`config.mk`:
```
export PLATFORM = sky130hd
export DESIGN_NAME = nine_bit_link_request_engine_core
export DESIGN_NICKNAME = d
export VERILOG_FILES = /design/src/rtl/nblre_pkg.sv /design/src/rtl/nblre_front.sv /design/src/rtl/nblre_fifo.sv /design/src/rtl/nblre_back.sv /design/src/rtl/nine_bit_link_request_engine_core.sv
export VERILOG_INCLUDE_DIRS = /design/src /design/src/rtl
export SDC_FILE = /design/constraint.sdc
export NUM_CORES = 1
export LEC_CHECK = 0
export BUFFER_PORTS_ARGS = -buffer_cell sky130_fd_sc_hd__buf_2
export CORE_MARGIN = 1.5
export CORE_UTILIZATION = 41
export DETAILED_ROUTE_END_ITERATION = 8
export GPL_TIMING_DRIVEN = 0
export SYNTH_ARGS = -nofsm -noshare
export SYNTH_HDL_FRONTEND = slang
export SYNTH_SLANG_ARGS = --single-unit
```
`constraint.sdc`:
```
create_clock -name clk -period 4.98 [get_ports clk]
set_input_delay 0.996 -clock clk [delete_from_list [all_inputs] [get_ports clk]]
set_output_delay 0.996 -clock clk [all_outputs]
set_load 0.02 [all_outputs]
```
`src/rtl/nine_bit_link_request_engine_core_defines.svh`:
```
// Assertion macros used by the request engine back end.
`ifndef NINE_BIT_LINK_REQUEST_ENGINE_CORE_DEFINES_SVH
`define NINE_BIT_LINK_REQUEST_ENGINE_CORE_DEFINES_SVH

// Same-cycle implication, checked at every rising clock edge outside reset.
`define NBLRE_ASSERT_IMPLY(label, ante, cons, msg) \
  label: assert property (@(posedge clk) disable iff (rst) (ante) |-> (cons)) else $error(msg);

// Next-cycle implication, checked at every rising clock edge outside reset.
`define NBLRE_ASSERT_NEXT(label, ante, cons, msg) \
  label: assert property (@(posedge clk) disable iff (rst) (ante) |=> (cons)) else $error(msg);

`endif

```
`src/rtl/nblre_pkg.sv`:
```
// Shared types and constants for the 9-bit link request engine.
package nblre_pkg;

  localparam int MAX_BLOCK_BYTES = 256;
  localparam int POS_W           = $clog2(MAX_BLOCK_BYTES + 1);
  localparam int LEN_W           = 9;
  localparam int WORD_W          = 9;
  localparam int BYTE_W          = 8;
  localparam int COUNT_W         = 25;
  localparam int CFG_DATA_W      = 25;
  localparam int CFG_INDEX_W     = 4;
  localparam int FIFO_DEPTH      = 4;
  localparam int FIFO_AW         = $clog2(FIFO_DEPTH);

  localparam logic [COUNT_W-1:0] COUNT_MAX     = {COUNT_W{1'b1}};
  localparam logic [COUNT_W-1:0] TIMEOUT_RESET = COUNT_W'(20000000);
  localparam logic [LEN_W-1:0]   LEN_CLAMP     = LEN_W'(MAX_BLOCK_BYTES);

  // Input function codes
  localparam logic FUNC_TICK = 1'b0;
  localparam logic FUNC_RX   = 1'b1;

  // Result kinds
  localparam logic [1:0] KIND_TX    = 2'd0;
  localparam logic [1:0] KIND_STORE = 2'd1;
  localparam logic [1:0] KIND_EVENT = 2'd2;

  // Status events
  localparam logic [1:0] EV_NONE       = 2'd0;
  localparam logic [1:0] EV_BLOCK_DONE = 2'd1;
  localparam logic [1:0] EV_TIMEOUT    = 2'd2;
  localparam logic [1:0] EV_CYCLE_DONE = 2'd3;

  // Block numbers
  localparam logic [1:0] BLK_REALTIME = 2'd0;
  localparam logic [1:0] BLK_CELLS    = 2'd1;
  localparam logic [1:0] BLK_HISTORY  = 2'd2;

  // Configuration register indexes
  localparam logic [CFG_INDEX_W-1:0] REG_CODE_REALTIME    = 4'd0;
  localparam logic [CFG_INDEX_W-1:0] REG_CODE_CELLS       = 4'd1;
  localparam logic [CFG_INDEX_W-1:0] REG_CODE_HISTORY     = 4'd2;
  localparam logic [CFG_INDEX_W-1:0] REG_CODE_ACKNOWLEDGE = 4'd3;
  localparam logic [CFG_INDEX_W-1:0] REG_LENGTH_REALTIME  = 4'd4;
  localparam logic [CFG_INDEX_W-1:0] REG_LENGTH_CELLS     = 4'd5;
  localparam logic [CFG_INDEX_W-1:0] REG_LENGTH_HISTORY   = 4'd6;
  localparam logic [CFG_INDEX_W-1:0] REG_TIMEOUT_TICKS    = 4'd7;

  typedef enum logic [1:0] {
    OP_REQUEST,
    OP_ACK_DONE,
    OP_TIMEOUT,
    OP_STORE
  } op_t;

  typedef struct packed {
    logic [BYTE_W-1:0]  code_realtime;
    logic [BYTE_W-1:0]  code_cells;
    logic [BYTE_W-1:0]  code_history;
    logic [BYTE_W-1:0]  code_acknowledge;
    logic [LEN_W-1:0]   length_realtime;
    logic [LEN_W-1:0]   length_cells;
    logic [LEN_W-1:0]   length_history;
    logic [COUNT_W-1:0] timeout_ticks;
  } cfg_t;

  // One queued action: a transmit word or a data byte, plus its block and event
  typedef struct packed {
    op_t               op;
    logic [1:0]        block;
    logic [WORD_W-1:0] data;
    logic [BYTE_W-1:0] addr;
    logic [1:0]        ev;
  } act_t;

  typedef struct packed {
    logic full;
    logic empty;
  } fifo_status_t;

endpackage

```
`src/rtl/nblre_front.sv`:
```
// Front end: accept items, track the request protocol, queue actions.
module nblre_front import nblre_pkg::*; (
  input  logic              clk,
  input  logic              rst,
  input  cfg_t              cfg,
  input  logic              in_valid,
  output logic              in_stall,
  input  logic              func,
  input  logic [WORD_W-1:0] rx_word,
  input  fifo_status_t      fifo_status,
  output logic              push,
  output act_t              push_act
);

  logic [1:0]         sequence_step, sequence_step_next;
  logic               request_open, request_open_next;
  logic               reply_acknowledged, reply_acknowledged_next;
  logic               block_full, block_full_next;
  logic [POS_W-1:0]   write_position, write_position_next;
  logic [COUNT_W-1:0] wait_count, wait_count_next;

  logic               accept;
  logic [BYTE_W-1:0]  cur_code;
  logic [LEN_W-1:0]   cur_len_raw;
  logic [LEN_W-1:0]   cur_len;
  logic [COUNT_W-1:0] wait_inc;
  logic               pos_at_len;
  logic               pos_next_at_len;
  logic [POS_W-1:0]   pos_inc;

  assign in_stall = fifo_status.full;
  assign accept   = in_valid && !in_stall;

  always_comb begin
    case (sequence_step)
      BLK_REALTIME: begin
        cur_code    = cfg.code_realtime;
        cur_len_raw = cfg.length_realtime;
      end
      BLK_CELLS: begin
        cur_code    = cfg.code_cells;
        cur_len_raw = cfg.length_cells;
      end
      default: begin
        cur_code    = cfg.code_history;
        cur_len_raw = cfg.length_history;
      end
    endcase
  end

  assign cur_len         = (cur_len_raw > LEN_CLAMP) ? LEN_CLAMP : cur_len_raw;
  assign pos_inc         = write_position + POS_W'(1);
  assign pos_at_len      = LEN_W'(write_position) >= cur_len;
  assign pos_next_at_len = LEN_W'(pos_inc) >= cur_len;
  assign wait_inc        = (wait_count == COUNT_MAX) ? wait_count
                                                     : wait_count + COUNT_W'(1);

  always_comb begin
    sequence_step_next      = sequence_step;
    request_open_next       = request_open;
    reply_acknowledged_next = reply_acknowledged;
    block_full_next         = block_full;
    write_position_next     = write_position;
    wait_count_next         = wait_count;
    push                    = 1'b0;
    push_act.op             = OP_REQUEST;
    push_act.block          = sequence_step;
    push_act.data           = {1'b1, cur_code};
    push_act.addr           = write_position[BYTE_W-1:0];
    push_act.ev             = EV_NONE;

    if (accept) begin
      if (func == FUNC_TICK) begin
        if (!request_open) begin
          request_open_next       = 1'b1;
          reply_acknowledged_next = 1'b0;
          block_full_next         = 1'b0;
          write_position_next     = '0;
          wait_count_next         = '0;
          push                    = 1'b1;
        end else if (reply_acknowledged) begin
          push                    = 1'b1;
          push_act.op             = OP_ACK_DONE;
          push_act.data           = {1'b1, cfg.code_acknowledge};
          push_act.ev             = (sequence_step >= BLK_HISTORY) ? EV_CYCLE_DONE
                                                                   : EV_BLOCK_DONE;
          request_open_next       = 1'b0;
          reply_acknowledged_next = 1'b0;
          block_full_next         = 1'b1;
          wait_count_next         = '0;
          sequence_step_next      = (sequence_step >= BLK_HISTORY) ? BLK_REALTIME
                                                                   : sequence_step + 2'd1;
        end else if (wait_inc >= cfg.timeout_ticks) begin
          push              = 1'b1;
          push_act.op       = OP_TIMEOUT;
          push_act.ev       = EV_TIMEOUT;
          request_open_next = 1'b0;
          block_full_next   = 1'b1;
          wait_count_next   = '0;
        end else begin
          wait_count_next = wait_inc;
        end
      end else if (!rx_word[WORD_W-1]) begin
        wait_count_next = '0;
        if (request_open && !block_full) begin
          if (pos_at_len) begin
            block_full_next = 1'b1;
          end else begin
            push                = 1'b1;
            push_act.op         = OP_STORE;
            push_act.data       = {1'b0, rx_word[BYTE_W-1:0]};
            write_position_next = pos_inc;
            if (pos_next_at_len) begin
              block_full_next = 1'b1;
            end
          end
        end
      end else if (request_open && (rx_word[BYTE_W-1:0] == cfg.code_acknowledge)) begin
        reply_acknowledged_next = 1'b1;
        wait_count_next         = '0;
      end
    end
  end

  always_ff @(posedge clk) begin
    if (rst) begin
      sequence_step      <= BLK_REALTIME;
      request_open       <= 1'b0;
      reply_acknowledged <= 1'b0;
      block_full         <= 1'b1;
      write_position     <= '0;
      wait_count         <= '0;
    end else begin
      sequence_step      <= sequence_step_next;
      request_open       <= request_open_next;
      reply_acknowledged <= reply_acknowledged_next;
      block_full         <= block_full_next;
      write_position     <= write_position_next;
      wait_count         <= wait_count_next;
    end
  end

endmodule

```
`src/rtl/nblre_fifo.sv`:
```
// Short action queue between the front and back ends.
module nblre_fifo import nblre_pkg::*; (
  input  logic         clk,
  input  logic         rst,
  input  logic         push,
  input  act_t         push_act,
  input  logic         pop,
  output act_t         head,
  output fifo_status_t status
);

  act_t               mem [FIFO_DEPTH];
  logic [FIFO_AW-1:0] wr_ptr;
  logic [FIFO_AW-1:0] rd_ptr;
  logic [FIFO_AW:0]   count;

  assign head         = mem[rd_ptr];
  assign status.full  = (count == (FIFO_AW+1)'(FIFO_DEPTH));
  assign status.empty = (count == '0);

  always_ff @(posedge clk) begin
    if (push) begin
      mem[wr_ptr] <= push_act;
    end
  end

  always_ff @(posedge clk) begin
    if (rst) begin
      wr_ptr <= '0;
      rd_ptr <= '0;
      count  <= '0;
    end else begin
      if (push) begin
        wr_ptr <= wr_ptr + FIFO_AW'(1);
      end
      if (pop) begin
        rd_ptr <= rd_ptr + FIFO_AW'(1);
      end
      case ({push, pop})
        2'b10:   count <= count + (FIFO_AW+1)'(1);
        2'b01:   count <= count - (FIFO_AW+1)'(1);
        default: count <= count;
      endcase
    end
  end

endmodule

```
`src/rtl/nblre_back.sv`:
```
// Back end: expand queued actions into result items behind an output register.
`include "nine_bit_link_request_engine_core_defines.svh"
module nblre_back import nblre_pkg::*; (
  input  logic              clk,
  input  logic              rst,
  input  act_t              head,
  input  fifo_status_t      fifo_status,
  output logic              pop,
  output logic              out_valid,
  input  logic              out_stall,
  output logic [1:0]        kind,
  output logic [WORD_W-1:0] tx_word,
  output logic [1:0]        block_select,
  output logic [BYTE_W-1:0] store_address,
  output logic [BYTE_W-1:0] store_byte,
  output logic [1:0]        event_res,
  output logic              last
);

  logic              load;
  logic              take;
  logic              phase, phase_next;
  logic [1:0]        kind_next;
  logic [WORD_W-1:0] tx_next;
  logic [BYTE_W-1:0] addr_next;
  logic [BYTE_W-1:0] byte_next;
  logic [1:0]        ev_next;
  logic              last_next;

  assign load = !out_valid || !out_stall;
  assign take = load && !fifo_status.empty;

  always_comb begin
    kind_next  = KIND_EVENT;
    tx_next    = '0;
    addr_next  = '0;
    byte_next  = '0;
    ev_next    = EV_NONE;
    last_next  = 1'b1;
    phase_next = phase;
    pop        = 1'b0;
    case (head.op)
      OP_REQUEST: begin
        kind_next = KIND_TX;
        tx_next   = head.data;
        pop       = take;
      end
      OP_ACK_DONE: begin
        // Acknowledge word first, then the completion event
        if (!phase) begin
          kind_next  = KIND_TX;
          tx_next    = head.data;
          last_next  = 1'b0;
          phase_next = take;
        end else begin
          ev_next    = head.ev;
          pop        = take;
          phase_next = !take;
        end
      end
      OP_TIMEOUT: begin
        ev_next = EV_TIMEOUT;
        pop     = take;
      end
      OP_STORE: begin
        kind_next = KIND_STORE;
        addr_next = head.addr;
        byte_next = head.data[BYTE_W-1:0];
        pop       = take;
      end
      default: begin
        pop = take;
      end
    endcase
  end

  always_ff @(posedge clk) begin
    if (rst) begin
      out_valid <= 1'b0;
      phase     <= 1'b0;
    end else begin
      phase <= phase_next;
      if (load) begin
        out_valid <= !fifo_status.empty;
      end
    end
  end

  always_ff @(posedge clk) begin
    if (take) begin
      kind          <= kind_next;
      tx_word       <= tx_next;
      block_select  <= head.block;
      store_address <= addr_next;
      store_byte    <= byte_next;
      event_res     <= ev_next;
      last          <= last_next;
    end
  end

  `NBLRE_ASSERT_IMPLY(a_phase_on_ack, phase, !fifo_status.empty && head.op == OP_ACK_DONE, "second half of acknowledge without its action")
  `NBLRE_ASSERT_IMPLY(a_store_single, out_valid && kind == KIND_STORE, last && event_res == EV_NONE, "stored byte must be a lone result")
  `NBLRE_ASSERT_NEXT(a_ack_then_event, take && head.op == OP_ACK_DONE && !phase, out_valid && kind == KIND_TX && !last && phase, "acknowledge word not followed by pending event")

endmodule

```
`src/rtl/nine_bit_link_request_engine_core.sv`:
```
// Top level of the 9-bit link request engine: config registers, front, queue, back.
//
// Master side of a 9-bit serial request link that fetches the real-time, cell
// and history blocks in turn. A poll tick with no request open transmits the
// current block's request code with bit 8 set; received data words (bit 8
// clear) come out as stored bytes with block and byte address until the
// block's length (clamped to 256) is reached; a received acknowledge command
// marks the reply, and the next tick returns the acknowledge word followed
// by a block-done or cycle-done event. Waiting ticks count toward
// timeout_ticks, after which a timeout event is reported and the block is
// requested again. The front end takes one item every clock and classifies
// it in that cycle; it stalls the input only when the four-entry action
// queue is full. The back end drains the queue through a registered output,
// one result per clock while out_stall is low, so an acknowledged tick (two
// results) occupies the output while new items keep entering. An accepted
// item passes through the action queue and then the output register before
// its first result appears. No clearing pass follows reset. Configuration
// writes are registered and are meant to be made only while no transfer is
// in flight; an index beyond the register list is ignored.
module nine_bit_link_request_engine_core import nblre_pkg::*; (
  input  logic                   clk,
  input  logic                   rst,
  // configuration write port
  input  logic                   cfg_we,
  input  logic [CFG_INDEX_W-1:0] cfg_index,
  input  logic [CFG_DATA_W-1:0]  cfg_data,
  // input channel
  input  logic                   in_valid,
  output logic                   in_stall,
  input  logic                   func,
  input  logic [WORD_W-1:0]      rx_word,
  // result channel
  output logic                   out_valid,
  input  logic                   out_stall,
  output logic [1:0]             kind,
  output logic [WORD_W-1:0]      tx_word,
  output logic [1:0]             block_select,
  output logic [BYTE_W-1:0]      store_address,
  output logic [BYTE_W-1:0]      store_byte,
  output logic [1:0]             event_res,
  output logic                   last
);

  cfg_t         cfg;
  logic         push;
  act_t         push_act;
  logic         pop;
  act_t         head;
  fifo_status_t fifo_status;

  // Hold the configuration; each write takes the low bits it needs
  always_ff @(posedge clk) begin
    if (rst) begin
      cfg.code_realtime    <= 8'd0;
      cfg.code_cells       <= 8'd1;
      cfg.code_history     <= 8'd2;
      cfg.code_acknowledge <= 8'd3;
      cfg.length_realtime  <= LEN_W'(1);
      cfg.length_cells     <= LEN_W'(1);
      cfg.length_history   <= LEN_W'(1);
      cfg.timeout_ticks    <= TIMEOUT_RESET;
    end else if (cfg_we) begin
      case (cfg_index)
        REG_CODE_REALTIME:    cfg.code_realtime    <= cfg_data[BYTE_W-1:0];
        REG_CODE_CELLS:       cfg.code_cells       <= cfg_data[BYTE_W-1:0];
        REG_CODE_HISTORY:     cfg.code_history     <= cfg_data[BYTE_W-1:0];
        REG_CODE_ACKNOWLEDGE: cfg.code_acknowledge <= cfg_data[BYTE_W-1:0];
        REG_LENGTH_REALTIME:  cfg.length_realtime  <= cfg_data[LEN_W-1:0];
        REG_LENGTH_CELLS:     cfg.length_cells     <= cfg_data[LEN_W-1:0];
        REG_LENGTH_HISTORY:   cfg.length_history   <= cfg_data[LEN_W-1:0];
        REG_TIMEOUT_TICKS:    cfg.timeout_ticks    <= cfg_data[COUNT_W-1:0];
        default: begin
          // drop writes beyond the register list
        end
      endcase
    end
  end

  // Front end: protocol state, one transfer per clock while the queue is not full
  nblre_front u_front (
    .clk         (clk),
    .rst         (rst),
    .cfg         (cfg),
    .in_valid    (in_valid),
    .in_stall    (in_stall),
    .func        (func),
    .rx_word     (rx_word),
    .fifo_status (fifo_status),
    .push        (push),
    .push_act    (push_act)
  );

  // Action queue decouples the two ends
  nblre_fifo u_fifo (
    .clk      (clk),
    .rst      (rst),
    .push     (push),
    .push_act (push_act),
    .pop      (pop),
    .head     (head),
    .status   (fifo_status)
  );

  // Back end: expand actions into result transfers
  nblre_back u_back (
    .clk           (clk),
    .rst           (rst),
    .head          (head),
    .fifo_status   (fifo_status),
    .pop           (pop),
    .out_valid     (out_valid),
    .out_stall     (out_stall),
    .kind          (kind),
    .tx_word       (tx_word),
    .block_select  (block_select),
    .store_address (store_address),
    .store_byte    (store_byte),
    .event_res     (event_res),
    .last          (last)
  );

endmodule
```
Yosys cells after proc, flatten, opt, wreduce, memory -nomap -nowiden --
Memories as Yosys holds them, arrays and structs flattened. A register that Yosys moved wholly into a read port is not among the register bits. Cells that the tools add are included.
Storage, ports and cells: logic and storage cells 169, bits in registers 164, input bits 44, RAM bits 92, output and inout bits 34, bits in read-only memories 0, memories kept 1, bits in latches 0
Cells by class: magnitude comparators 5, shift operators 0, eq/ne operators 25, bitwise gates (word level) 1, reductions and logical operators 31, mux-type cells 73, add/sub/neg operators 7, multipliers 0, div/mod/pow operators 0
Memories:
- u_fifo.mem | words 4, width 23, rd ports 1, clocked after Yosys merged registers in 1, write ports 1, RTL line nblre_fifo.sv:12 | act_t mem [FIFO_DEPTH];
Operators with widths (count):
- 2-to-1 mux 25 bit | 7
- 2-to-1 mux 9 bit | 13
- 2-to-1 mux 2 bit | 18
- one-hot mux 9 bit (2 select lines) | 2
- 2-to-1 mux 1 bit | 27
- adder 25 x 1 -> 25 bit (second input constant) | 1
- == test 25 bit (second input constant) | 1
- greater-or-equal comparator 25 bit | 1
- AND reduction 2 bit | 10
- greater-or-equal comparator 9 bit | 2
- == test 4 x 3 -> 1 bit (second input constant) | 4
- one-hot mux 8 bit (2 select lines) | 1
- AND reduction 5 bit | 2
- adder 9 x 1 -> 9 bit (second input constant) | 1
- > comparator 9 bit (second input constant) | 1
- == test 4 x 2 -> 1 bit (second input constant) | 2
- == test 8 bit | 1
- 2-to-1 mux 8 bit | 1
- adder 2 x 1 -> 2 bit (second input constant) | 3
- == test 2 x 1 -> 1 bit (second input constant) | 3
- == test 2 bit (second input constant) | 3
- zero test 1 bit | 6
- != test 2 x 1 -> 1 bit (second input constant) | 3
- != test 2 bit (second input constant) | 3
- other kinds (22) | 26

Longest topological paths before layout --
Gate-level depths: netlist (run 1).
word-level depth 12, mapped depth 21, gate-level depth less buffers 21

By module --
Synthesis (run 1) repeated with hierarchy kept, for this count alone.
Unflattened totals: cells, all modules 1155, area total of the unflattened synthesis 12771.0 um2
Modules (own cells, without submodules):
- nblre_front | times used 1, cells an instance 582, sequential area each 780.7 um2, area an instance 4189.0 um2
- nblre_fifo | times used 1, cells an instance 167, sequential area each 2942.8 um2, area an instance 3787.4 um2
- nine_bit_link_request_engine_core | times used 1, cells an instance 321, sequential area each 1681.6 um2, area an instance 3387.0 um2
- nblre_back | times used 1, cells an instance 85, sequential area each 1001.0 um2, area an instance 1407.6 um2

Worst setup path before layout (run 1) --
Ideal clock, no wire load.
path type input -> register, start point in out_stall, end point reg u_fifo.count[2], path slack 0.428 ns, setup time 0.070 ns, path buffers 0, arrival 4.482 ns, stages on the path 9, data required time 4.910 ns, path through a21oi_1 -> ha_1 -> mux2_2 -> ha_1 -> inv_1 -> fa_1 -> xor2_1 -> or3_2 -> a21oi_1
Between the ends: cells in the longest elaborated chain, start to end 7, elaborated cells between the ends (all ways) 9, those cells by class 2 x eq/ne; 3 x mux; 4 x reduce/logical
Ends and longest elaborated chain:
- start, declared | RTL line nine_bit_link_request_engine_core.sv:34 | input logic out_stall,
- zero test 1 bit (*) | RTL line nblre_back.sv:30 | assign load = !out_valid || !out_stall;
- logical OR 1 bit (*) | RTL line nblre_back.sv:30
- logical AND 1 bit (*) | RTL line nblre_back.sv:31 | assign take = load && !fifo_status.empty;
- 2-to-1 mux 1 bit | RTL line nblre_back.sv:50 | if (!phase) begin
- one-hot mux 1 bit (2 select lines) (*) | RTL line nblre_back.sv:42 | case (head.op)
- via pop | RTL line nine_bit_link_request_engine_core.sv:47 | logic pop;
- == test 2 x 1 -> 1 bit / == test 2 bit (equally long branches) | RTL line nblre_fifo.sv:39 | case ({push, pop})
- one-hot mux 3 bit (2 select lines) / nonzero test 2 bit (equally long branches)
- end signal, assigned | RTL line nblre_fifo.sv:40 | 2'b10: count <= count + (FIFO_AW+1)'(1);
- end signal, assigned | RTL line nblre_fifo.sv:41 | 2'b01: count <= count - (FIFO_AW+1)'(1);
- end signal, assigned | RTL line nblre_fifo.sv:42 | default: count <= count;
- end, declared | RTL line nblre_fifo.sv:15 | logic [FIFO_AW:0] count;
Mark *: on every way through the listed nets, which the timed path passes. The rest lies on a longest branch. A chain may end at the register's enable or synchronous reset.

Worst setup path in the final report (run 1) --
start point reg u_front.wait_count[16], end point reg u_fifo.count[2]
Between the ends: cells in the longest elaborated chain, start to end 10, elaborated cells between the ends (all ways) 13, those cells by class 1 x add/sub; 1 x order compare; 3 x eq/ne; 7 x mux; 1 x reduce/logical
Ends and longest elaborated chain:
- start, declared | RTL line nblre_front.sv:20 | logic [COUNT_W-1:0] wait_count, wait_count_next;
- start signal, assigned | RTL line nblre_front.sv:139 | wait_count <= wait_count_next;
- adder 25 x 1 -> 25 bit / == test 25 bit (equally long branches) | RTL line nblre_front.sv:56, nblre_front.sv:55
- 2-to-1 mux 25 bit (*) | RTL line nblre_front.sv:55 | assign wait_inc = (wait_count == COUNT_MAX) ? wait_count
- greater-or-equal comparator 25 bit (*) | RTL line nblre_front.sv:93 | end else if (wait_inc >= cfg.timeout_ticks) begin
- 2-to-1 mux 1 bit (*) | RTL line nblre_front.sv:93
- 2-to-1 mux 1 bit (*) | RTL line nblre_front.sv:81 | end else if (reply_acknowledged) begin
- 2-to-1 mux 1 bit (*) | RTL line nblre_front.sv:74 | if (!request_open) begin
- 2-to-1 mux 1 bit (*) | RTL line nblre_front.sv:73 | if (func == FUNC_TICK) begin
- 2-to-1 mux 1 bit (*) | RTL line nblre_front.sv:72 | if (accept) begin
- == test 2 x 1 -> 1 bit / == test 2 bit (equally long branches) | RTL line nblre_fifo.sv:39
- one-hot mux 3 bit (2 select lines) / nonzero test 2 bit (equally long branches)
Every way passes the cells marked *; elsewhere a longest branch is shown, timed or not.

==> results.py, run 1 <==
metrics = {
    "placement": {
        "globalplace.congestion": 0.8820,
        "dp.cells": 1603,
        "portBuffers": 71,
        "post-dp-hpwl_mm": 20.67,
        "pre_cts_slack_ns": -0.4671,
    },
    "final_layout": {
        "fin_cells": 1663,
        "final_core_util": 0.4841,
        "antennaDiodeCount": 0,
        "drive_gt1_frac": 0.1697,
        "num-fill-cells": 2715,
        "area_growth_pct": 15.87,
        "final_nets": 1352,
    },
    "timing": {
        "post-route-period-util": 0.9438,
        "skew_ns": 0.008843,
        "finalHoldViolCount": 0,
        "fin_crit_ns": 4.700,
        "worst_hold_slack_ns": 0.4580,
        "finalMaxSlewViolations": 0,
        "finalSetupViolCount": 0,
        "finalSetupTns_ns": 0,
        "max_freq_mhz": 212.8,
        "postLayoutSetupSlackWorst_ns": 0.2799,
        "slew_headroom": 0.2257,
        "worstMarginPinSlew_ns": 1.153,
    },
    "worst_hold_path": {
        "min_path_type": "flop to flop",
    },
    "floorplanning": {
        "start_util": 0.4178,
        "die_w_microns": 177.0,
        "fp.dieArea_sq_um": 31330,
        "fp.coreArea_sq_um": 29720,
        "num_io_pins": 78,
        "core.rowCount": 63,
        "dieHeight_microns": 177.0,
    },
    "clocking": {
        "numCtsBuffers": 29,
        "ctsRootBufferMaster": "clkbuf_16",
        "cts.clk_slew.worst_paths_ns": 0.06,
        "ctsHoldBuffers": 0,
        "clock_tree.buffer_depth": 3,
        "cts_tree": "done",
        "cts_max_level": 1,
        "numClockSinks": 258,
        "insertion_delay_ns": 0.56,
    },
    "grt": {
        "grt_pass1_vias": 8274,
        "overflow": 0,
        "grt_first_pass_wirelength_mm": 45.17,
        "grt_max_degree": 33,
        "antenna_found_initial": 0,
        "grt.total_usage": 0.1845,
    },
    "worst_setup_path": {
        "path_class": "flop to flop",
        "crit_required_ns": 5.47,
        "cp.arrival_ns": 5.19,
        "critical_path.max_fanout": 8,
        "worstSetupStartpointType": "flop",
        "worstSetupEndpointType": "flop",
    },
    "routing": {
        "avgViaCountPerCell": 5.239,
        "m1WireLength_mm": 13.42,
        "drt_iter0_drc": 582,
        "dr.pass1.iters": 5,
        "wirelength_mm": 28.89,
        "wl_met2_mm": 13.32,
        "drc_errors": 0,
        "vias": 8712,
        "wl_per_cell_microns": 17.37,
        "routed.top_layer": "met4",
        "met3_length_mm": 1.360,
        "drtAntennaViolNets": 0,
    },
    "synthesis": {
        "ys.warnings.count": 0,
        "async_flop_share": 0,
        "seq_area_frac_synth": 0.5160,
        "synth.most_common_cell": "dfxtp_1",
        "postSynthCellCount": 1141,
        "synth_seq_cells": 258,
        "yosysUniqueCellTypes": 76,
        "netlist_top_cells_area": "edfxtp_1 30%, dfxtp_1 22%, mux2i_1 6.0%, ha_1 5.7%, mux4_2 4.2%",
        "syn_avg_cell_area_sq_um": 10.88,
        "ys.flop_type": "dfxtp_1",
        "synth_largest_area_cell": "edfxtp_1",
        "synth_common_cells": "134 x dfxtp_1, 126 x nor2_1, 124 x edfxtp_1, 101 x nand2_1, 74 x mux2i_1",
        "synthesis.nets": 1243,
        "synth_top_area_frac": 0.2999,
        "synth_edf_count": 124,
        "synth_area_sq_um": 12420,
    },
    "status": {
        "status": "finished, final reports clean",
    },
    "power": {
        "p_per_area_nw_per_um2": 399.7,
        "irDropWorstVdd_v": 0.0002695,
        "leakagePower_nw": 5.451,
    },
    "run": {
        "maxCapViolCount": 0,
    },
}
[metrics by stage]
step	cell area [sq um]	total power [mW]
floorplan	12420	3.353
CTS	14280	5.809
finish	14390	5.751
global route	14390	5.998
detailed placement	13290	3.728
global placement	13260	3.680
[power by group]
group	switching (mW)	internal [mW]	total, mW	leakage (nW)
clock network	0.846	1.24	2.08	0.466
registers	0.0687	2.50	2.57	2.27
logic	0.693	0.404	1.10	2.72
[per-layer routing]
metal,global-route usage,vias to the layer above
met4,0.05579,0
met3,0.02405,51
met1,0.2544,4151
met2,0.3018,199
li1,-,4311
met5,0,-
[final cells by class]
class,count,area [sq um],area share
buffer,58,249.0,0.01731
clock buffer,43,858.3,0.05966
clock inverter,11,87.58,0.006088
inverter,45,168.9,0.01174
multi-input combinational,780,5695,0.3959
sequential,258,6406,0.4453
tap,390,488.0,0.03392
timing repair buffer,78,432.9,0.03009
[worst paths after layout]
path	cells after the start	slack, ns	from	end
setup / recovery	21	0.28	u_front.wait_count[16]	u_fifo.count[2]
hold / removal	2	0.46	cfg[22]	cfg[22]
setup reg to reg	21	0.28	u_front.wait_count[16]	u_fifo.count[2]
hold reg to reg	2	0.46	cfg[22]	cfg[22]
[cells in the final DEF, fill, tap and decap left out, types with 35 or more instances in the layout]
cell,netlist,layout
inv_1,45,45
nor2_1,126,125
nand3_1,35,35
nand2_1,101,101
mux2i_1,74,74
buf_2,9,81
edfxtp_1,124,124
dfxtp_1,134,134
a21oi_1,66,64
ha_1,57,56
clkbuf_1,38,44
[critical path: stages, from the launching register on]
cell and delay (ns):
dfxtp_1 0.44, and4_1 0.21, buf_4 0.15, nand3_4 0.11
nor4_4 0.36, nor2_4 0.12, and3_1 0.21, xor2_1 0.24
ha_1 0.28, nand3_1 0.17, nor2_1 0.10, a22oi_2 0.32
nand4_4 0.20, nor2_4 0.25, a211oi_4 0.07, inv_1 0.08
ha_1 0.17, inv_1 0.06, fa_1 0.37, xor2_1 0.15
or3_2 0.41, a21oi_1 0.14
[what timing repair did]
| item | in CTS | in global routing |
|---|---|---|
| buffers inserted | 0 | 6 |
| resized for setup | 13 | 8 |
| pin swaps | 0 | 4 |
| endpoints found under the setup margin | 94 | 94 |
[sequential cells by signal, summed over array words and instances (netlist names), 2 cells and up, named ones only]
signal                  cells
u_back.event_res            2
u_fifo.wr_ptr               2
u_back.tx_word              9
u_fifo.count                3
u_back.store_address        8
u_back.kind                 2
u_fifo.rd_ptr               2
u_back.store_byte           8
u_fifo.mem                 92
u_front.wait_count         25
u_front.sequence_step       2
cfg                        84
u_front.write_position      9
u_back.block_select         2
[cell families (layout without fill, tap and decap cells)]
kind of cell,count (synthesis),in the layout,synth area share
xor+xnor,39,39,0.02751
simple gates,398,398,0.1590
buf+inv,103,235,0.03356
mux,101,101,0.1050
fa+ha+maj,58,58,0.05905
compound gates,184,184,0.09987
flops,258,258,0.5160
No activity file was read; power rests on OpenSTA's default activity.
==> run 2, diff against run 1 <==
--- a/config.mk
+++ b/config.mk
@@ -13,2 +13,3 @@
 export GPL_TIMING_DRIVEN = 0
+export SLEW_MARGIN = 20
 export SYNTH_ARGS = -nofsm -noshare
==> constraint.sdc (replaced) <==
create_clock -name clk -period 4.98 [get_ports clk]
set_input_delay 0.747 -clock clk [delete_from_list [all_inputs] [get_ports clk]]
set_output_delay 0.747 -clock clk [all_outputs]
set_load 0.02 [all_outputs]
==> results.py, run 2 (synthesis results as in run 1) <==
metrics = {
    "status": {
        "status": "finished, final reports clean",
    },
    "worst_setup_path": {
        "path_class": "flop to flop",
        "rr_startpoint": "u_front.wait_count[16]",
        "crit_buf_inv": 3,
        "cp_num_cells": 21,
        "crit_family": "simple AND/OR/NAND/NOR gates",
        "worstSetupStartpointType": "flop",
        "worstSetupEndpointType": "flop",
        "cp.arrival_ns": 5.14,
        "critical_path.max_fanout": 8,
        "crit_slowest_cell": "dfxtp_1",
        "startpoint": "u_front.wait_count[16]",
        "crit_required_ns": 5.46,
        "r2r.worst_path.cells": 21,
        "path_cells": "and4_1 > buf_4 > nand3_4 > nor4_4 > nor2_2 > and3_1 > xor2_1 > ha_1 > nand3_1 > nor2_1 > a22oi_2 > nand4_4 > nor2_4 > a211oi_4 > inv_1 > ha_1 > inv_1 > fa_1 > xor2_1 > or3_2 > a21oi_1",
        "cp_slowest_stage_delay_ns": 0.44,
    },
    "final_layout": {
        "mostFrequentLayoutCell": "dfxtp_1",
        "layout_common_cells": "134 x dfxtp_1, 125 x nor2_1, 124 x edfxtp_1",
        "final_nets": 1352,
        "top_register": "u_fifo.mem",
        "drive_gt1_frac": 0.1720,
        "largest_registers": "u_fifo.mem (92), cfg (84), u_front.wait_count (25)",
        "area_growth_pct": 16.12,
        "largest_register_ffs": 92,
        "antennaDiodeCount": 0,
        "num-fill-cells": 2734,
        "fin_cells": 1663,
    },
    "timing": {
        "fin_crit_ns": 4.656,
        "max_freq_mhz": 214.8,
        "finalHoldViolCount": 0,
        "skew_ns": 0.008398,
        "finalMaxSlewViolations": 0,
        "finalSetupViolCount": 0,
        "slew_headroom": 0.4690,
        "post-route-period-util": 0.9349,
        "worstMarginPinSlew_ns": 0.7964,
    },
    "power": {
        "power_switching_mw": 1.611,
        "p_clk_frac": 0.369,
        "fin_total_pwr_mw": 5.831,
        "swShare": 0.2762,
        "combPwrFrac": 0.191,
        "irDropWorstVdd_v": 0.0002222,
        "internal_power_mw": 4.220,
        "leakagePower_nw": 5.491,
        "p_per_area_nw_per_um2": 404.4,
        "p_seq_frac": 0.440,
    },
    "grt": {
        "antenna_found_initial": 0,
        "grt_pass1_vias": 8328,
        "grt.total_usage": 0.1858,
        "overflow": 0,
        "grt_max_degree": 27,
        "grt_first_pass_wirelength_mm": 45.58,
    },
    "clocking": {
        "insertion_delay_ns": 0.55,
        "ctsRootBufferMaster": "clkbuf_16",
        "cts_max_level": 1,
        "cts.clk_slew.worst_paths_ns": 0.06,
        "numCtsBuffers": 29,
        "ctsHoldBuffers": 0,
        "clock_tree.buffer_depth": 3,
        "cts_tree": "done",
        "numClockSinks": 258,
    },
    "worst_hold_path": {
        "hold_depth": 2,
        "min_path_type": "input port to flop",
        "min-delay-start": "cfg_data[10]",
    },
    "routing": {
        "drtAntennaViolNets": 0,
        "vias": 8781,
        "wl_per_cell_microns": 17.41,
        "avgViaCountPerCell": 5.280,
        "wirelength_mm": 28.95,
        "dr.pass1.iters": 4,
        "drt_iter0_drc": 487,
        "drc_errors": 0,
    },
    "placement": {
        "post-dp-hpwl_mm": 20.72,
        "portBuffers": 71,
        "dp.cells": 1603,
        "globalplace.congestion": 0.8820,
    },
    "floorplanning": {
        "core.rowCount": 63,
        "start_util": 0.4178,
        "dieHeight_microns": 177.0,
        "die_w_microns": 177.0,
        "num_io_pins": 78,
        "fp.coreArea_sq_um": 29720,
        "fp.dieArea_sq_um": 31330,
    },
    "run": {
        "maxCapViolCount": 0,
    },
}
==> run 2: timing repair <==
item,CTS,global route
pin swaps,1,4
buffers inserted,1,5
endpoints found under the setup margin,94,94
resized for setup,11,6
==> run 2: final timing paths <==
kind                     endpoint  slack [ns]
setup / recovery  u_fifo.count[2]        0.32
setup reg to reg  u_fifo.count[2]        0.32
hold / removal            cfg[10]        0.40
hold reg to reg            cfg[2]        0.46
==> run 2: cell type report <==
class,count,area (sq um),area share
clock inverters,10,107.6,0.007463
inverters,45,168.9,0.01172
well taps,390,488.0,0.03385
repair buffers,78,427.9,0.02968
flip-flops and latches,258,6406,0.4443
clock buffers,44,872.1,0.06049
multi-input cells,780,5698,0.3952
plain buffers,58,249.0,0.01727
==> run 2: worst reg2reg max path, cell delays in order, from the launching register on <==
cell and delay (ns):
dfxtp_1 0.44, and4_1 0.21, buf_4 0.15, nand3_4 0.11, nor4_4 0.35, nor2_2 0.15
and3_1 0.21, xor2_1 0.24, ha_1 0.28, nand3_1 0.18, nor2_1 0.09, a22oi_2 0.30
nand4_4 0.20, nor2_4 0.21, a211oi_4 0.06, inv_1 0.09, ha_1 0.18, inv_1 0.06
fa_1 0.37, xor2_1 0.15, or3_2 0.41, a21oi_1 0.15
==> run 2: power groups by stage <==
stage	clock network [mW]	registers, mW	logic [mW]
2_1_floorplan	0	2.81	0.546
3_3_place_gp	0	2.62	1.06
3_5_place_dp	0	2.62	1.13
4_1_cts	2.19	2.57	1.13
5_1_grt	2.28	2.59	1.21
6_report	2.15	2.57	1.11
==> run 2: through the flow <==
stage          setup WS, ns   TNS (ns)  utilization  area (sq um)  hold WS [ns]
2_1_floorplan        0.6027          0            -         12420        0.4347
5_1_grt           -0.003581  -0.003581       0.4852         14420        0.3915
3_3_place_gp        -0.4663     -42.40       0.4462         13260        0.4430
3_5_place_dp        -0.2528     -5.473       0.4476         13300        0.4493
6_report             0.3243          0       0.4852         14420        0.3978
4_1_cts             0.09336          0       0.4825         14340        0.3832
==> run 2: layer usage <==
layer	track usage	up-vias	part of all wire
met5	0	-	0
met4	0.06109	0	0.027
met3	0.02234	43	0.041
met2	0.3031	193	0.47
met1	0.2563	4225	0.47
li1	-	4320	-
==> run 3, diff against run 2 <==
Clock period 4.98 ns to 5.5 ns, I/O delays scaled along.
==> results.py, run 3 (synthesis results as in run 1) <==
metrics = {
    "clocking": {
        "numCtsBuffers": 29,
        "cts_max_level": 1,
        "post_cts_buffers": 0,
        "cts_tree": "done",
        "insertion_delay_ns": 0.55,
        "ctsRootBufferMaster": "clkbuf_16",
        "clock_tree.buffer_depth": 3,
        "numClockSinks": 258,
        "cts.clk_slew.worst_paths_ns": 0.06,
    },
    "power": {
        "irDropWorstVdd_v": 0.0002023,
        "p_per_area_nw_per_um2": 368.0,
        "leakagePower_nw": 5.439,
    },
    "worst_hold_path": {
        "min_path_type": "flop to flop",
        "min_to": "cfg[2]",
        "min-delay-start": "cfg[2]",
        "hold_depth": 2,
    },
    "run": {
        "maxCapViolCount": 0,
    },
    "floorplanning": {
        "num_io_pins": 78,
        "die_w_microns": 177.0,
        "dieHeight_microns": 177.0,
        "fp.coreArea_sq_um": 29720,
        "start_util": 0.4178,
        "core.rowCount": 63,
        "fp.dieArea_sq_um": 31330,
    },
    "worst_setup_path": {
        "worstSetupStartpointType": "flop",
        "critical_path.max_fanout": 10,
        "worstSetupEndpointType": "flop",
        "r2r.worst_path.cells": 18,
        "reg2reg_slack_ns": 0.46,
        "rr_startpoint": "u_front.sequence_step[0]",
        "cp_slowest_stage_delay_ns": 0.61,
        "startpoint": "u_front.sequence_step[0]",
        "crit_required_ns": 5.98,
        "path_cells": "buf_2 > buf_1 > mux2i_1 > o21ai_0 > nand2_1 > ha_1 > a21o_1 > a211o_1 > a211oi_2 > o211ai_2 > a211oi_4 > inv_1 > ha_1 > inv_1 > fa_1 > xor2_1 > or3_2 > a21oi_1",
        "r2r-end": "u_fifo.count[2]",
        "crit_slowest_cell": "buf_1",
        "cp.arrival_ns": 5.52,
        "path_class": "flop to flop",
    },
    "routing": {
        "wirelength_mm": 28.79,
        "vias": 8731,
        "drc_errors": 0,
        "dr.pass1.iters": 5,
        "drtAntennaViolNets": 0,
        "wl_per_cell_microns": 17.38,
        "drt_iter0_drc": 580,
        "avgViaCountPerCell": 5.269,
    },
    "timing": {
        "finalSetupTns_ns": 0,
        "finalMaxSlewViolations": 0,
        "finalSetupViolCount": 0,
        "slew_headroom": 0.4263,
        "skew_ns": 0.008715,
        "worst_hold_slack_ns": 0.4551,
        "worstMarginPinSlew_ns": 0.8527,
        "fin_crit_ns": 5.039,
        "finalHoldViolCount": 0,
        "post-route-period-util": 0.9162,
        "rsz0062_at_grt": "no",
        "max_freq_mhz": 198.4,
        "postLayoutSetupSlackWorst_ns": 0.4609,
    },
    "final_layout": {
        "largest_register_ffs": 92,
        "num-fill-cells": 2740,
        "multi_input_area_sq_um": 5650,
        "largest_registers": "u_fifo.mem (92), cfg (84), u_front.wait_count (25)",
        "drive_gt1_frac": 0.1634,
        "regArea_sq_um": 6406,
        "final_nets": 1346,
        "mostFrequentLayoutCell": "dfxtp_1",
        "antennaDiodeCount": 0,
        "final_area_sq_um": 14320,
        "area_growth_pct": 15.37,
        "top_register": "u_fifo.mem",
        "layout_common_cells": "134 x dfxtp_1, 125 x nor2_1, 124 x edfxtp_1",
        "final_core_util": 0.4820,
    },
    "grt": {
        "grt_max_degree": 27,
        "grt.total_usage": 0.1851,
        "overflow": 0,
        "antenna_found_initial": 0,
        "grt_pass1_vias": 8291,
        "grt_first_pass_wirelength_mm": 45.40,
    },
    "placement": {
        "portBuffers": 71,
        "globalplace.congestion": 0.8820,
        "post-dp-hpwl_mm": 20.72,
        "dpl_cell_area_sq_um": 13300,
        "pre_cts_slack_ns": 0.2672,
    },
    "status": {
        "status": "finished, final reports clean",
    },
}
run 3: final cells by class:
cell class              count  area share
well taps                 390     0.03407
inverters                  45     0.01179
flip-flops and latches    258      0.4472
multi-input cells         780      0.3945
plain buffers              58     0.01730
repair buffers             72     0.02673
clock inverters            10    0.007512
clock buffers              44     0.06088
run 3: power breakdown:
part,internal (mW),switching (mW),total [mW]
clock,1.18,0.760,1.94
combinational,0.372,0.632,1.00
sequential,2.26,0.0615,2.33
total,3.82,1.45,5.27
run 3: through the flow:
stage                     cells  total power, mW
final                      1657            5.272
after global routing       1657            5.501
after floorplan            1141            3.036
after detailed placement   1603            3.388
after global placement     1602            3.332
after CTS                  1657            5.333
run 3: repair_timing:
action	in CTS	in global routing
hold buffers	0	0
gates resized for setup	0	8
setup endpoints to repair	0	2
run 3: worst max-delay path by stage:
stage                           end  slack, ns  cells after the start
floorplan           u_fifo.count[2]       1.12                      9
global placement    u_fifo.count[2]      0.009                     10
detailed placement  u_fifo.count[2]       0.27                     20
CTS                 u_fifo.count[2]       0.22                     20
global route        u_fifo.count[2]       0.05                     18
finish              u_fifo.count[2]       0.46                     18
run 3: worst max-delay path: cells and delay by family, from the launching register on:
family | cells | cell delay, ns
AOI/OAI and AO/OA | 7 | 1.83
muxes | 1 | 0.15
xor gates and xnor gates | 1 | 0.07
adders and majority gates | 3 | 0.72
buffers and inverters | 4 | 1.16
DFF | 1 | 0.50
and+or+nand+nor | 2 | 0.56
run 3: routing by layer:
layer	share of wire	vias up	global-route usage
met4	0.029	0	0.05897
met5	0	-	0
li1	-	4299	-
met3	0.044	47	0.02191
met2	0.46	214	0.3029
met1	0.46	4171	0.2555
